<file path="src/rtl/gbp_pkg.sv">
// ----------------------------------------------------------------------------
// gbp_pkg: shared types and constants of the gradient background pixel unit
// Field widths, register indexes, gradient coefficients, the reciprocal used
// for the floor division by 255, and the small fraction tables.
// ----------------------------------------------------------------------------
package gbp_pkg;

	localparam int unsigned CoordW  = 12;
	localparam int unsigned DimW    = 13;
	localparam int unsigned PitchW  = 16;
	localparam int unsigned WplW    = PitchW - 2;
	localparam int unsigned IdxW    = 26;
	localparam int unsigned ArgbW   = 32;
	localparam int unsigned ChanW   = 8;
	localparam int unsigned CfgIdxW = 2;
	localparam int unsigned CfgW    = PitchW;

	localparam int unsigned MaxDim  = 4096;
	localparam int unsigned NormMax = 255;

	// Normalized position: pos * 255 needs eight more bits than the coordinate.
	localparam int unsigned NormW   = CoordW + ChanW;
	// Restoring divider retires this many quotient bits per pipeline stage.
	localparam int unsigned DivBits = 2;
	localparam int unsigned NDiv    = NormW / DivBits;

	// floor(v / 255) == (v * RecipM) >> RecipSh for every v below 2^20.
	localparam int unsigned RecipM  = 1052689;
	localparam int unsigned RecipW  = 21;
	localparam int unsigned RecipSh = 28;

	// Register indexes of the configuration port.
	localparam logic [CfgIdxW-1:0] CfgFrameWidth  = 2'd0;
	localparam logic [CfgIdxW-1:0] CfgFrameHeight = 2'd1;
	localparam logic [CfgIdxW-1:0] CfgLinePitch   = 2'd2;

	// Reset values of the configuration registers.
	localparam logic [DimW-1:0] RstWidth  = 13'd1024;
	localparam logic [DimW-1:0] RstHeight = 13'd768;
	localparam logic [WplW-1:0] RstWpl    = 14'd1024;

	// Gradient coefficients.
	localparam logic [ChanW-1:0] RedBase = 8'd255;
	localparam logic [ChanW-1:0] GrnBase = 8'd200;
	localparam logic [ChanW-1:0] BluBase = 8'd220;
	localparam logic [ChanW-1:0] RedY    = 8'd155;
	localparam logic [ChanW-1:0] RedX    = 8'd20;
	localparam logic [ChanW-1:0] GrnY    = 8'd100;
	localparam logic [ChanW-1:0] BluY    = 8'd20;
	localparam logic [ChanW-1:0] BluX    = 8'd35;
	localparam logic [ChanW-1:0] Alpha   = 8'hFF;

	typedef logic [ChanW-1:0] tbl_t [256];

	typedef struct packed {
		logic [DimW-1:0]  rem;
		logic [NormW-1:0] dq;
	} div_t;

	typedef struct packed {
		logic [IdxW-1:0] widx;
		logic            oor;
	} side_t;

	// floor(i * k / 255) for every residue i; built at elaboration.
	function automatic tbl_t make_tbl(input int unsigned k);
		tbl_t t;
		for (int unsigned i = 0; i < 256; i++) begin
			t[i] = ChanW'((i * k) / NormMax);
		end
		return t;
	endfunction

	localparam tbl_t TblRedY = make_tbl(RedY);
	localparam tbl_t TblRedX = make_tbl(RedX);
	localparam tbl_t TblGrnY = make_tbl(GrnY);
	localparam tbl_t TblBluY = make_tbl(BluY);
	localparam tbl_t TblBluX = make_tbl(BluX);

	// Dimension used for the range test: clamped to the largest frame.
	function automatic logic [DimW-1:0] dim_limit(input logic [DimW-1:0] v);
		return (v > DimW'(MaxDim)) ? DimW'(MaxDim) : v;
	endfunction

	// Dimension used as divisor: as the range limit, but never zero.
	function automatic logic [DimW-1:0] dim_divisor(input logic [DimW-1:0] v);
		logic [DimW-1:0] l;
		l = dim_limit(v);
		return (l == '0) ? DimW'(1) : l;
	endfunction

	// Restoring division step, DivBits quotient bits. The partial remainder
	// stays below the divisor, so one compare and subtract per bit suffices.
	function automatic div_t div_step(input div_t cur, input logic [DimW-1:0] d);
		div_t         o;
		logic [DimW:0] r;
		o = cur;
		for (int k = 0; k < DivBits; k++) begin
			r    = {o.rem, o.dq[NormW-1]};
			o.dq = {o.dq[NormW-2:0], 1'b0};
			if (r >= {1'b0, d}) begin
				r       = r - {1'b0, d};
				o.dq[0] = 1'b1;
			end
			o.rem = r[DimW-1:0];
		end
		return o;
	endfunction

endpackage

</file>
<file path="src/rtl/gbp_intf.sv">
// ----------------------------------------------------------------------------
// gbp_pix_if / gbp_res_if: item channels of the gradient background unit
// Valid/ready channels for pixel coordinates and for finished pixels.
// ----------------------------------------------------------------------------
interface gbp_pix_if;
	logic                           valid;
	logic                           ready;
	logic [gbp_pkg::CoordW-1:0]     pixel_x;
	logic [gbp_pkg::CoordW-1:0]     pixel_y;

	modport source (output valid, output pixel_x, output pixel_y, input ready);
	modport sink   (input valid, input pixel_x, input pixel_y, output ready);
endinterface

interface gbp_res_if;
	logic                           valid;
	logic                           ready;
	logic [gbp_pkg::IdxW-1:0]       word_index;
	logic [gbp_pkg::ArgbW-1:0]      argb_color;
	logic                           out_of_range;

	modport source (output valid, output word_index, output argb_color,
		output out_of_range, input ready);
	modport sink   (input valid, input word_index, input argb_color,
		input out_of_range, output ready);
endinterface

</file>
<file path="src/rtl/gbp_norm_div.sv">
// ----------------------------------------------------------------------------
// gbp_norm_div: pipelined restoring divider for one axis
// Divides the scaled coordinate by the frame dimension, two quotient bits
// per stage. Each stage advances on its own enable from the top level.
// ----------------------------------------------------------------------------
module gbp_norm_div (
	input  logic                              clk,
	input  logic [gbp_pkg::NDiv-1:0]          en,
	input  logic [gbp_pkg::NormW-1:0]         dividend,
	input  logic [gbp_pkg::DimW-1:0]          divisor,
	output logic [gbp_pkg::NormW-1:0]         quotient
);

	gbp_pkg::div_t stage_s [gbp_pkg::NDiv];

	always_ff @(posedge clk) begin
		if (en[0]) begin
			stage_s[0] <= gbp_pkg::div_step({{gbp_pkg::DimW{1'b0}}, dividend}, divisor);
		end
		for (int j = 1; j < gbp_pkg::NDiv; j++) begin
			if (en[j]) begin
				stage_s[j] <= gbp_pkg::div_step(stage_s[j-1], divisor);
			end
		end
	end

	// After the last stage the dividend bits have all been replaced by quotient bits.
	assign quotient = stage_s[gbp_pkg::NDiv-1].dq;

endmodule

</file>
<file path="src/rtl/gbp_shade.sv">
// ----------------------------------------------------------------------------
// gbp_shade: gradient colour from the normalized position
// Three stages: divide by 255 through a reciprocal, weight each axis with a
// coarse product plus a residue table, then sum the channels into ARGB.
// ----------------------------------------------------------------------------
module gbp_shade (
	input  logic                              clk,
	input  logic [2:0]                        en,
	input  logic [gbp_pkg::NormW-1:0]         nx,
	input  logic [gbp_pkg::NormW-1:0]         ny,
	output logic [gbp_pkg::ArgbW-1:0]         argb
);

	localparam int unsigned ProdW = gbp_pkg::NormW + gbp_pkg::RecipW;
	localparam int unsigned CW    = gbp_pkg::ChanW;

	logic [ProdW-1:0] qx_prod, qy_prod;
	logic [CW-1:0]    ax_s1, ay_s1, lx_s1, ly_s1;
	logic [CW-1:0]    bx, by;
	logic [2*CW-1:0]  p_ry, p_rx, p_gy, p_by, p_bx;
	logic [CW-1:0]    ry_s2, rx_s2, gy_s2, by_s2, bx_s2;
	logic [CW-1:0]    red, grn, blu;

	// n = 255 * a + b with b below 255. Channels keep eight bits, so only the
	// low byte of a matters, and b is the low byte of n plus the low byte of a.
	assign qx_prod = ProdW'(nx) * ProdW'(gbp_pkg::RecipM);
	assign qy_prod = ProdW'(ny) * ProdW'(gbp_pkg::RecipM);

	always_ff @(posedge clk) begin
		if (en[0]) begin
			ax_s1 <= qx_prod[gbp_pkg::RecipSh +: CW];
			ay_s1 <= qy_prod[gbp_pkg::RecipSh +: CW];
			lx_s1 <= nx[CW-1:0];
			ly_s1 <= ny[CW-1:0];
		end
	end

	// floor(n * k / 255) = k * a + floor(b * k / 255).
	assign bx   = lx_s1 + ax_s1;
	assign by   = ly_s1 + ay_s1;
	assign p_ry = {{CW{1'b0}}, ay_s1} * {{CW{1'b0}}, gbp_pkg::RedY};
	assign p_rx = {{CW{1'b0}}, ax_s1} * {{CW{1'b0}}, gbp_pkg::RedX};
	assign p_gy = {{CW{1'b0}}, ay_s1} * {{CW{1'b0}}, gbp_pkg::GrnY};
	assign p_by = {{CW{1'b0}}, ay_s1} * {{CW{1'b0}}, gbp_pkg::BluY};
	assign p_bx = {{CW{1'b0}}, ax_s1} * {{CW{1'b0}}, gbp_pkg::BluX};

	always_ff @(posedge clk) begin
		if (en[1]) begin
			ry_s2 <= p_ry[CW-1:0] + gbp_pkg::TblRedY[by];
			rx_s2 <= p_rx[CW-1:0] + gbp_pkg::TblRedX[bx];
			gy_s2 <= p_gy[CW-1:0] + gbp_pkg::TblGrnY[by];
			by_s2 <= p_by[CW-1:0] + gbp_pkg::TblBluY[by];
			bx_s2 <= p_bx[CW-1:0] + gbp_pkg::TblBluX[bx];
		end
	end

	assign red = gbp_pkg::RedBase - ry_s2 + rx_s2;
	assign grn = gbp_pkg::GrnBase - gy_s2;
	assign blu = gbp_pkg::BluBase - by_s2 + bx_s2;

	always_ff @(posedge clk) begin
		if (en[2]) begin
			argb <= {gbp_pkg::Alpha, red, grn, blu};
		end
	end

endmodule

</file>
<file path="src/rtl/gradient_background_pixel_unit.sv">
// ----------------------------------------------------------------------------
// gradient_background_pixel_unit: framebuffer index and gradient colour
// Maps one pixel coordinate to its word offset and its opaque ARGB colour.
// ----------------------------------------------------------------------------
// Usage:
// Coordinates enter on the pix channel, one item per cycle at most. Each
// item gives one result on the res channel: the 32-bit word offset
// y * (pitch / 4) + x, the ARGB colour and a flag for coordinates at or
// beyond the frame width or height.
// Each item passes the input stage, the ten-stage divider that normalizes
// each axis and the shading stages; throughput is one item per cycle while
// the receiver keeps res.ready high.
// Frame width, height and line pitch reset to 1024, 768 and 4096 bytes. The unit
// relies on the user to write them on cfg only while no item is in flight.
// Reset empties the pipeline at once. When the receiver stalls, the output
// stage holds its item and stages behind it keep filling their bubbles;
// pix.ready falls only once every stage holds an item.
// ----------------------------------------------------------------------------
module gradient_background_pixel_unit (
	input  logic                              clk,
	input  logic                              arst_n,
	input  logic                              cfg_we,
	input  logic [gbp_pkg::CfgIdxW-1:0]       cfg_index,
	input  logic [gbp_pkg::CfgW-1:0]          cfg_data,
	gbp_pix_if.sink                           pix,
	gbp_res_if.source                         res
);

	localparam int unsigned NSt   = 1 + gbp_pkg::NDiv + 3;
	localparam int unsigned ShdSt = 1 + gbp_pkg::NDiv;
	localparam int unsigned IdxW  = gbp_pkg::IdxW;
	localparam int unsigned DimW  = gbp_pkg::DimW;
	localparam int unsigned NormW = gbp_pkg::NormW;

	// Configuration, kept in the form the datapath needs.
	logic [DimW-1:0]          wlim_q, wdiv_q, hlim_q, hdiv_q;
	logic [gbp_pkg::WplW-1:0] wpl_q;

	logic [NSt-1:0]           valid_s;
	logic [NSt-1:0]           en;

	logic [gbp_pkg::CoordW-1:0] px_s1;
	logic [IdxW-1:0]            wprod_s1;
	logic                       oor_s1;
	logic [NormW-1:0]           dvx_s1, dvy_s1;
	gbp_pkg::side_t             side_s [NSt-1];

	logic [NormW-1:0]           nx, ny;

	always_ff @(posedge clk or negedge arst_n) begin
		if (!arst_n) begin
			wlim_q <= gbp_pkg::RstWidth;
			wdiv_q <= gbp_pkg::RstWidth;
			hlim_q <= gbp_pkg::RstHeight;
			hdiv_q <= gbp_pkg::RstHeight;
			wpl_q  <= gbp_pkg::RstWpl;
		end else if (cfg_we) begin
			case (cfg_index)
				gbp_pkg::CfgFrameWidth: begin
					wlim_q <= gbp_pkg::dim_limit(cfg_data[DimW-1:0]);
					wdiv_q <= gbp_pkg::dim_divisor(cfg_data[DimW-1:0]);
				end
				gbp_pkg::CfgFrameHeight: begin
					hlim_q <= gbp_pkg::dim_limit(cfg_data[DimW-1:0]);
					hdiv_q <= gbp_pkg::dim_divisor(cfg_data[DimW-1:0]);
				end
				gbp_pkg::CfgLinePitch: begin
					wpl_q <= cfg_data[gbp_pkg::PitchW-1:2];
				end
				default: begin
				end
			endcase
		end
	end

	// A stage loads when it is empty or its content moves on.
	always_comb begin
		en[NSt-1] = !valid_s[NSt-1] || res.ready;
		for (int k = NSt - 2; k >= 0; k--) begin
			en[k] = !valid_s[k] || en[k+1];
		end
	end

	assign pix.ready = en[0];

	always_ff @(posedge clk or negedge arst_n) begin
		if (!arst_n) begin
			valid_s <= '0;
		end else begin
			if (en[0]) begin
				valid_s[0] <= pix.valid;
			end
			for (int k = 1; k < NSt; k++) begin
				if (en[k]) begin
					valid_s[k] <= valid_s[k-1];
				end
			end
		end
	end

	// Input stage: line offset product, range test, coordinates scaled by 255.
	always_ff @(posedge clk) begin
		if (en[0]) begin
			px_s1    <= pix.pixel_x;
			wprod_s1 <= IdxW'(pix.pixel_y) * IdxW'(wpl_q);
			oor_s1   <= ({1'b0, pix.pixel_x} >= wlim_q) || ({1'b0, pix.pixel_y} >= hlim_q);
			dvx_s1   <= {pix.pixel_x, {gbp_pkg::ChanW{1'b0}}} - NormW'(pix.pixel_x);
			dvy_s1   <= {pix.pixel_y, {gbp_pkg::ChanW{1'b0}}} - NormW'(pix.pixel_y);
		end
	end

	// Word index and range flag ride alongside the divider and shading stages.
	always_ff @(posedge clk) begin
		if (en[1]) begin
			side_s[0].widx <= wprod_s1 + IdxW'(px_s1);
			side_s[0].oor  <= oor_s1;
		end
		for (int k = 2; k < NSt; k++) begin
			if (en[k]) begin
				side_s[k-1] <= side_s[k-2];
			end
		end
	end

	gbp_norm_div u_div_x (
		.clk      (clk),
		.en       (en[gbp_pkg::NDiv:1]),
		.dividend (dvx_s1),
		.divisor  (wdiv_q),
		.quotient (nx)
	);

	gbp_norm_div u_div_y (
		.clk      (clk),
		.en       (en[gbp_pkg::NDiv:1]),
		.dividend (dvy_s1),
		.divisor  (hdiv_q),
		.quotient (ny)
	);

	gbp_shade u_shade (
		.clk  (clk),
		.en   (en[NSt-1:ShdSt]),
		.nx   (nx),
		.ny   (ny),
		.argb (res.argb_color)
	);

	assign res.valid        = valid_s[NSt-1];
	assign res.word_index   = side_s[NSt-2].widx;
	assign res.out_of_range = side_s[NSt-2].oor;

endmodule
</file>
<file path="src/flat_wrapper.sv">
// flat-port wrapper written by rule: the top's interface ports become plain ports
module gradient_background_pixel_unit_flat 
  (clk, arst_n, cfg_we, cfg_index, cfg_data, pix_valid, pix_pixel_x, pix_pixel_y, pix_ready, res_valid, res_word_index, res_argb_color, res_out_of_range, res_ready);
  gbp_pix_if pix_i ();
  gbp_res_if res_i ();
  input  logic clk;
  input  logic arst_n;
  input  logic cfg_we;
  input  logic [gbp_pkg::CfgIdxW-1:0] cfg_index;
  input  logic [gbp_pkg::CfgW-1:0] cfg_data;
  input wire logic [$bits(pix_i.valid)-1:0] pix_valid;
  input wire logic [$bits(pix_i.pixel_x)-1:0] pix_pixel_x;
  input wire logic [$bits(pix_i.pixel_y)-1:0] pix_pixel_y;
  output wire logic [$bits(pix_i.ready)-1:0] pix_ready;
  output wire logic [$bits(res_i.valid)-1:0] res_valid;
  output wire logic [$bits(res_i.word_index)-1:0] res_word_index;
  output wire logic [$bits(res_i.argb_color)-1:0] res_argb_color;
  output wire logic [$bits(res_i.out_of_range)-1:0] res_out_of_range;
  input wire logic [$bits(res_i.ready)-1:0] res_ready;
  assign pix_i.valid = pix_valid;
  assign pix_i.pixel_x = pix_pixel_x;
  assign pix_i.pixel_y = pix_pixel_y;
  assign pix_ready = pix_i.ready;
  assign res_valid = res_i.valid;
  assign res_word_index = res_i.word_index;
  assign res_argb_color = res_i.argb_color;
  assign res_out_of_range = res_i.out_of_range;
  assign res_i.ready = res_ready;
  gradient_background_pixel_unit u_core (.clk(clk), .arst_n(arst_n), .cfg_we(cfg_we), .cfg_index(cfg_index), .cfg_data(cfg_data), .pix(pix_i), .res(res_i));
endmodule
</file>
<file path="config.mk">
export PLATFORM = sky130hd
export DESIGN_NAME = gradient_background_pixel_unit_flat
export DESIGN_NICKNAME = d
export VERILOG_FILES = /design/src/rtl/gbp_pkg.sv /design/src/rtl/gbp_intf.sv /design/src/rtl/gbp_norm_div.sv /design/src/rtl/gbp_shade.sv /design/src/rtl/gradient_background_pixel_unit.sv /design/src/flat_wrapper.sv
export SDC_FILE = /design/constraint.sdc
export NUM_CORES = 2
export LEC_CHECK = 0
export BUFFER_PORTS_ARGS = -buffer_cell sky130_fd_sc_hd__buf_2
export CAP_MARGIN = 20
export CORE_UTILIZATION = 27
export DETAILED_ROUTE_END_ITERATION = 10
export HOLD_SLACK_MARGIN = 0.05
export PLACE_DENSITY = 0.46
export SLEW_MARGIN = 15
export SYNTH_ARGS = -nofsm -noshare
export SYNTH_HDL_FRONTEND = slang
export SYNTH_SLANG_ARGS = --single-unit
</file>
<file path="constraint.sdc">
create_clock -name clk -period 8.92 [get_ports clk]
set_input_delay 0.446 -clock clk [delete_from_list [all_inputs] [get_ports clk]]
set_output_delay 0.446 -clock clk [all_outputs]
set_load 0.05 [all_outputs]
</file>
Word level (Yosys, flattened, before mapping)
Memories as Yosys holds them, arrays and structs flattened.
Index checks and enable logic that the tools add are counted.
{"block": "classes", "n_mux": 198, "n_bitwise": 2, "reduce_logical": 34, "multipliers": 8, "eq_ne": 2, "magnitude_cmp": 45, "add_sub_neg": 55}
{"op": "$mux W13", "count": 82}
{"op": "$ge A14 B13 Y1", "count": 38}
{"op": "$sub A13 B13 Y13", "count": 38}
{"op": "$mux W1", "count": 106}
{"op": "$mux W8", "count": 10}
{"op": "$add A8 B8 Y8", "count": 9}
{"op": "$mul A20 B21 Y36 const B", "count": 2}
{"op": "$sub A20 B12 Y20", "count": 2}
{"op": "$add A26 B12 Y26", "count": 1}
{"op": "$ge A1 B13 Y1", "count": 2}
{"op": "$ge A12 B13 Y1", "count": 2}
{"op": "$mul A12 B14 Y26", "count": 1}
{"op": "$sub A1 B13 Y13", "count": 2}
{"op": "$sub A8 B8 Y8 const A", "count": 3}
{"op": "$ge A9 B9 Y1 const B", "count": 2}
{"op": "$not A8 Y9", "count": 2}
{"op": "$mul A8 B3 Y6 const B", "count": 2}
{"op": "$logic_or A1 B1 Y1", "count": 15}
{"op": "$logic_not A1 Y1", "count": 14}
{"op": "$gt A13 B13 Y1 const B", "count": 1}
{"op": "$logic_not A13 Y1", "count": 1}
{"op": "$mul A8 B5 Y6 const B", "count": 1}
{"op": "$mul A8 B6 Y8 const B", "count": 1}
{"op": "$mul A8 B8 Y8 const B", "count": 1}
{"op": "4 further kinds", "count": 6}
{"block": "word_totals", "output_inout_bits": 61, "ramBits": 1011, "regBits": 255, "mem_count": 8, "in_bits": 47, "romBits": 10240, "elab_cells": 386}
{"memory": "(no name shown)", "words": 256, "word_bits": 8, "read_ports": 1, "rd_clocked_by_memory_dff": 0, "wr": 0, "line_no": "gbp_shade.sv:53", "text": "bx_s2 <= p_bx[CW-1:0] + gbp_pkg::TblBluX[bx];"}
{"memory": "(no name shown)", "words": 256, "word_bits": 8, "read_ports": 1, "rd_clocked_by_memory_dff": 0, "wr": 0, "line_no": "gbp_shade.sv:52", "text": "by_s2 <= p_by[CW-1:0] + gbp_pkg::TblBluY[by];"}
{"memory": "(no name shown)", "words": 256, "word_bits": 8, "read_ports": 1, "rd_clocked_by_memory_dff": 0, "wr": 0, "line_no": "gbp_shade.sv:51", "text": "gy_s2 <= p_gy[CW-1:0] + gbp_pkg::TblGrnY[by];"}
{"memory": "(no name shown)", "words": 256, "word_bits": 8, "read_ports": 1, "rd_clocked_by_memory_dff": 0, "wr": 0, "line_no": "gbp_shade.sv:50", "text": "rx_s2 <= p_rx[CW-1:0] + gbp_pkg::TblRedX[bx];"}
{"memory": "(no name shown)", "words": 256, "word_bits": 8, "read_ports": 1, "rd_clocked_by_memory_dff": 0, "wr": 0, "line_no": "gbp_shade.sv:49", "text": "ry_s2 <= p_ry[CW-1:0] + gbp_pkg::TblRedY[by];"}
{"memory": "u_core.side_s", "words": 13, "word_bits": 27, "read_ports": 13, "rd_clocked_by_memory_dff": 0, "wr": 13, "line_no": "gradient_background_pixel_unit.sv:46", "text": "gbp_pkg::side_t side_s [NSt-1];"}
{"memory": "+2 memories"}

Depth between registers and ports, before layout
{"block": "logic_depth", "depth_word": 18, "depth_mapped": 27, "mapped_depth_nobuf": 25}

By module
A second synthesis with hierarchy kept.
{"block": "unflattened", "hier_cells": 7441, "hier_area_um2": 84468.5}
{"module": "gradient_background_pixel_unit", "n_inst": 1, "area_each_um2": 23841.6, "seq_area_each_um2": 14893.0, "cells_each": 1647}
{"module": "gbp_norm_div (u_core.u_div_y)", "n_inst": 1, "area_each_um2": 22754.3, "seq_area_each_um2": 9519.1, "cells_each": 2040}
{"module": "gbp_norm_div (u_core.u_div_x)", "n_inst": 1, "area_each_um2": 22527.9, "seq_area_each_um2": 9519.1, "cells_each": 2056}
{"module": "gbp_shade", "n_inst": 1, "area_each_um2": 15344.7, "seq_area_each_um2": 2882.8, "cells_each": 1698}

Worst setup path before layout
No wires, ideal clock.
{"block": "synth_timing", "path_type": "register to register", "startpoint": "register u_core.valid_s[13]", "endpoint": "register u_core.dvx_s1[0] (enable)", "setup_ns": 1.321, "path_stages_with_launch": 9, "path_slack_ns": 0.502, "t_required_ns": 7.599, "period_less_slack_ns": 8.418, "n_path_buf": 0, "t_arrival_ns": 7.097, "cell_sequence": "dfrtp_1 nor2b_1 nand2_1 nor2_1 and2_1 inv_1 nor2_1 and2_1 nand4_1"}
{"block": "synth_between", "elab_chain_cells": 15}
{"element": "from (decl)", "line_no": "gradient_background_pixel_unit.sv:39", "text": "logic [NSt-1:0] valid_s;"}
{"element": "from (signal, indexed assignment)", "line_no": "gradient_background_pixel_unit.sv:95", "text": "valid_s[k] <= valid_s[k-1];"}
{"element": "$logic_not A1 Y1", "line_no": "gradient_background_pixel_unit.sv:78", "text": "en[NSt-1] = !valid_s[NSt-1] || res.ready;"}
{"element": "$logic_or A1 B1 Y1", "line_no": "gradient_background_pixel_unit.sv:78"}
{"element": "$logic_or A1 B1 Y1", "line_no": "gradient_background_pixel_unit.sv:80", "text": "en[k] = !valid_s[k] || en[k+1];"}
{"element": "net u_core.en[12]", "line_no": "gradient_background_pixel_unit.sv:40", "text": "logic [NSt-1:0] en;"}
{"element": "$logic_or A1 B1 Y1 (4 in series)", "line_no": "gradient_background_pixel_unit.sv:80"}
{"element": "net u_core.en[8]", "line_no": "gradient_background_pixel_unit.sv:40"}
{"element": "$logic_or A1 B1 Y1 (8 in series)", "line_no": "gradient_background_pixel_unit.sv:80"}
{"element": "net pix_ready", "line_no": "flat_wrapper.sv:14", "text": "output wire logic [$bits(pix_i.ready)-1:0] pix_ready;"}
{"element": "to (signal assigned)", "line_no": "gradient_background_pixel_unit.sv:107", "text": "dvx_s1 <= {pix.pixel_x, {gbp_pkg::ChanW{1'b0}}} - NormW'(pix.pixel_x);"}
{"element": "to (decl)", "line_no": "gradient_background_pixel_unit.sv:45", "text": "logic [NormW-1:0] dvx_s1, dvy_s1;"}
The timed path passes the listed nets, and every way through them passes these cells.
A chain may end at the register's enable or synchronous reset.

==> impl_metrics.toml <==
[sta]
finalMaxSlewViolations = 0
max_freq_mhz = 142
period_needed_ns = 7.04
finalSetupTns_ns = 0
worstMarginPinSlew_ns = 1.13
setup_viol = 0
slew_headroom_pct = 24.5
rsz0062_at_grt = "no"
clock_skew_ns = 0.0894
finalHoldViolations = 0
fin_crit_sh_pct = 78.9

[min_path]
hp-class = "input pin to asynchronous set/reset pin"

[global_routing]
gr-total-overflow = 0
top_usage_layer = "met2"
met1_usage_pct = 18.9
antenna_found_initial = 16
grt_max_degree = 73
grt_pass1_vias = 56700
grtUsageTotal_pct = 13.4
grt_pass1_wl_mm = 329
use_met3_pct = 1.67
use_met2_pct = 21.8

[floorplan]
dieArea_um2 = 309000
start_util_pct = 27.1
core_area_um2 = 306000
pin_count = 108
dieHeight_um = 556
rows = 203
die_x_um = 556

[finish]
layout_common_cells = "edfxtp_1 (1159), ha_1 (958), inv_1 (592)"
layout_commonest_cell = "edfxtp_1"
nNetsFinal = 8726
fin_util_pct = 30.8
drive_gt1_share_pct = 11.3
instances_no_fill = 11700
syn2layout_area_growth_pct = 13.7

[clock_network]
cts_buffers = 153
clock-sinks = 1239
cts_resized = 0
htreeDepth = 4
clk_pin_slew_worst_paths_ns = 0.06
cts_tree = "done"
clk_path_buf_depth = 4
cts_root_buf = "clkbuf_16"
clock_latency_ns = 0.83

[placed_design]
dpl.cell_count = 11400
port_buffers = 99
routabilityCongestion = 0.868
post-dp-hpwl_mm = 156

[synth]
synth.avg_cell_area_um2 = 11.3
synth_edf_count = 1159
synth_compound_area_share_pct = 12.1
synth_top_flop_cell = "edfxtp_1"
synth_warnings = 0
yosysSeqAreaShare_pct = 44.4
netlist_area_um2 = 82900
synth_xor_area_share_pct = 5.62
synthArstFlopShare_pct = 6.46
synth-adder-area-share_pct = 19.5
synth_cell_types = 97
synth-seq-cells = 1239
synth-simple-area-share_pct = 9.72
synth_top_family_by_area = "adder cells"
synthCells = 7308
synth.area.mux_share_pct = 4.94

[routing]
vias_per_cell = 4.76
dr.pass1.iters = 5
vias = 55900
detail-route-antenna-nets = 0
routed_wl_mm = 211
post_drt_wl_per_cell_um = 18.0
drc = 0
drt_iter0_markers = 3724

[worst_setup_path]
path_cells = "inv_1, buf_4, ha_1, nor2_1, nor2_1, nand4_1, a21boi_1, or3_1, a311o_1, o21ai_0, fa_1, inv_1, a21oi_1, o21ai_0, a31o_2, a22o_1, o41ai_1, o31ai_1, a211oi_4, mux2_2"
cp_top_family = "compound AO/OA/AOI/OAI gates"
arrival_ns = 7.56
crit_path_max_fanout = 16
crit_buf_inv = 3
path_class = "flop to flop"
critPathRequiredTime_ns = 9.44
slowest_stage = "inv_1"
max_stage_delay_ns = 0.82
startpoint_type = "flop"
end_kind = "flop"

[outcome]
outcome = "complete, no violations"

[job]
max-cap-violations = 0
stage by stage:
stage          instance area (um2)  hold slack [ns]  worst slack, ns
6_report                     94200            0.141             1.88
3_5_place_dp                 88700            0.405             1.90
5_1_grt                      94200            0.109             1.32
4_1_cts                      94100           0.0717             1.90
2_1_floorplan                82900            0.150            0.502
3_3_place_gp                 88700            0.401             1.84
logic make-up after synthesis:
family	Yosys count
buffers and inverters	795
DFF	1239
and+or+nand+nor	1658
muxes	365
adders and majority gates	1165
AOI/OAI and AO/OA	1553
xor gates and xnor gates	532
other	1
synthesized netlist by cell type, drive strengths merged (88+ instances only):
master	instances	area [um2]
and2	88	553
nand2	464	1740
nor2	365	1370
a21oi	467	2360
xor2	137	1200
fa	207	4140
mux2	320	3640
ha	958	12000
xnor2	395	3460
inv	599	2250
clkbuf	146	548
o21ai	344	1730
nand3	123	616
edfxtp	1159	34800
nor3	147	736
a21o	133	998
nand2b	88	551
nor2b	96	601
routing by layer:
metal / share of wire (%) / routed length, um / vias up
met5: 0 / 0 / -
met4: 2.1 / 4350 / 0
met3: 4.0 / 8450 / 257
met2: 45 / 95600 / 1097
met1: 49 / 103000 / 27200
li1: - / - / 27300
final timing paths:
kind	from	end	slack [ns]	depth (start not counted)
min in group clk	pix_pixel_y[0]	u_core.dvy_s1[0]	0.16	1
worst min register to register	u_core.u_div_y.stage_s[4][14]	u_core.u_div_y.stage_s[5][16]	0.41	0
worst max-delay path	u_core.hdiv_q[6]	u_core.u_div_y.stage_s[8][22]	1.88	20
worst min-delay path	arst_n	u_core.wpl_q[4]	0.14	2
worst max register to register	u_core.hdiv_q[6]	u_core.u_div_y.stage_s[8][22]	1.88	20
max in group asynchronous	arst_n	u_core.hdiv_q[10]	7.69	3
what timing repair did:
item	CTS	global route
endpoints found under the hold margin	102	0
hold buffers	32	0
buffers inserted	0	0
state kept, by name, summed over array words and instances (netlist names), 11 cells and up:
name	flops
u_core.px_s1	11
u_core.u_div_y.stage_s	317
u_core.wprod_s1	26
u_core.u_div_x.stage_s	317
u_core.wlim_q	13
u_core.wpl_q	14
u_core.u_shade.argb	24
u_core.dvy_s1	20
u_core.wdiv_q	13
u_core.hdiv_q	13
u_core.valid_s	14
u_core.side_s	351
u_core.hlim_q	13
u_core.dvx_s1	20
cell type report:
class / instances / area [um2]
diodes: 3 / 7.51
clock buffers: 185 / 4040
clock inverters: 88 / 1080
fillers: 30900 / 211000
inverters: 600 / 2260
multi-input cells: 5281 / 43200
flip-flops and latches: 1239 / 36800
well taps: 4100 / 5130
repair buffers: 239 / 1660
worst register-to-register path, cell delays in order, from the launching register on:
cell,delay (ns)
dfrtp_1,0.40
inv_1,0.82
buf_4,0.32
ha_1,0.31
nor2_1,0.13
nor2_1,0.06
nand4_1,0.10
a21boi_1,0.12
or3_1,0.33
a311o_1,0.61
o21ai_0,0.53
fa_1,0.32
inv_1,0.05
a21oi_1,0.18
o21ai_0,0.16
a31o_2,0.30
a22o_1,0.20
o41ai_1,0.45
o31ai_1,0.24
a211oi_4,0.71
mux2_2,0.42
Power is left out: the tool's default activity adds up to more than one toggle a clock period on the data nets, which glitch-free logic cannot reach.
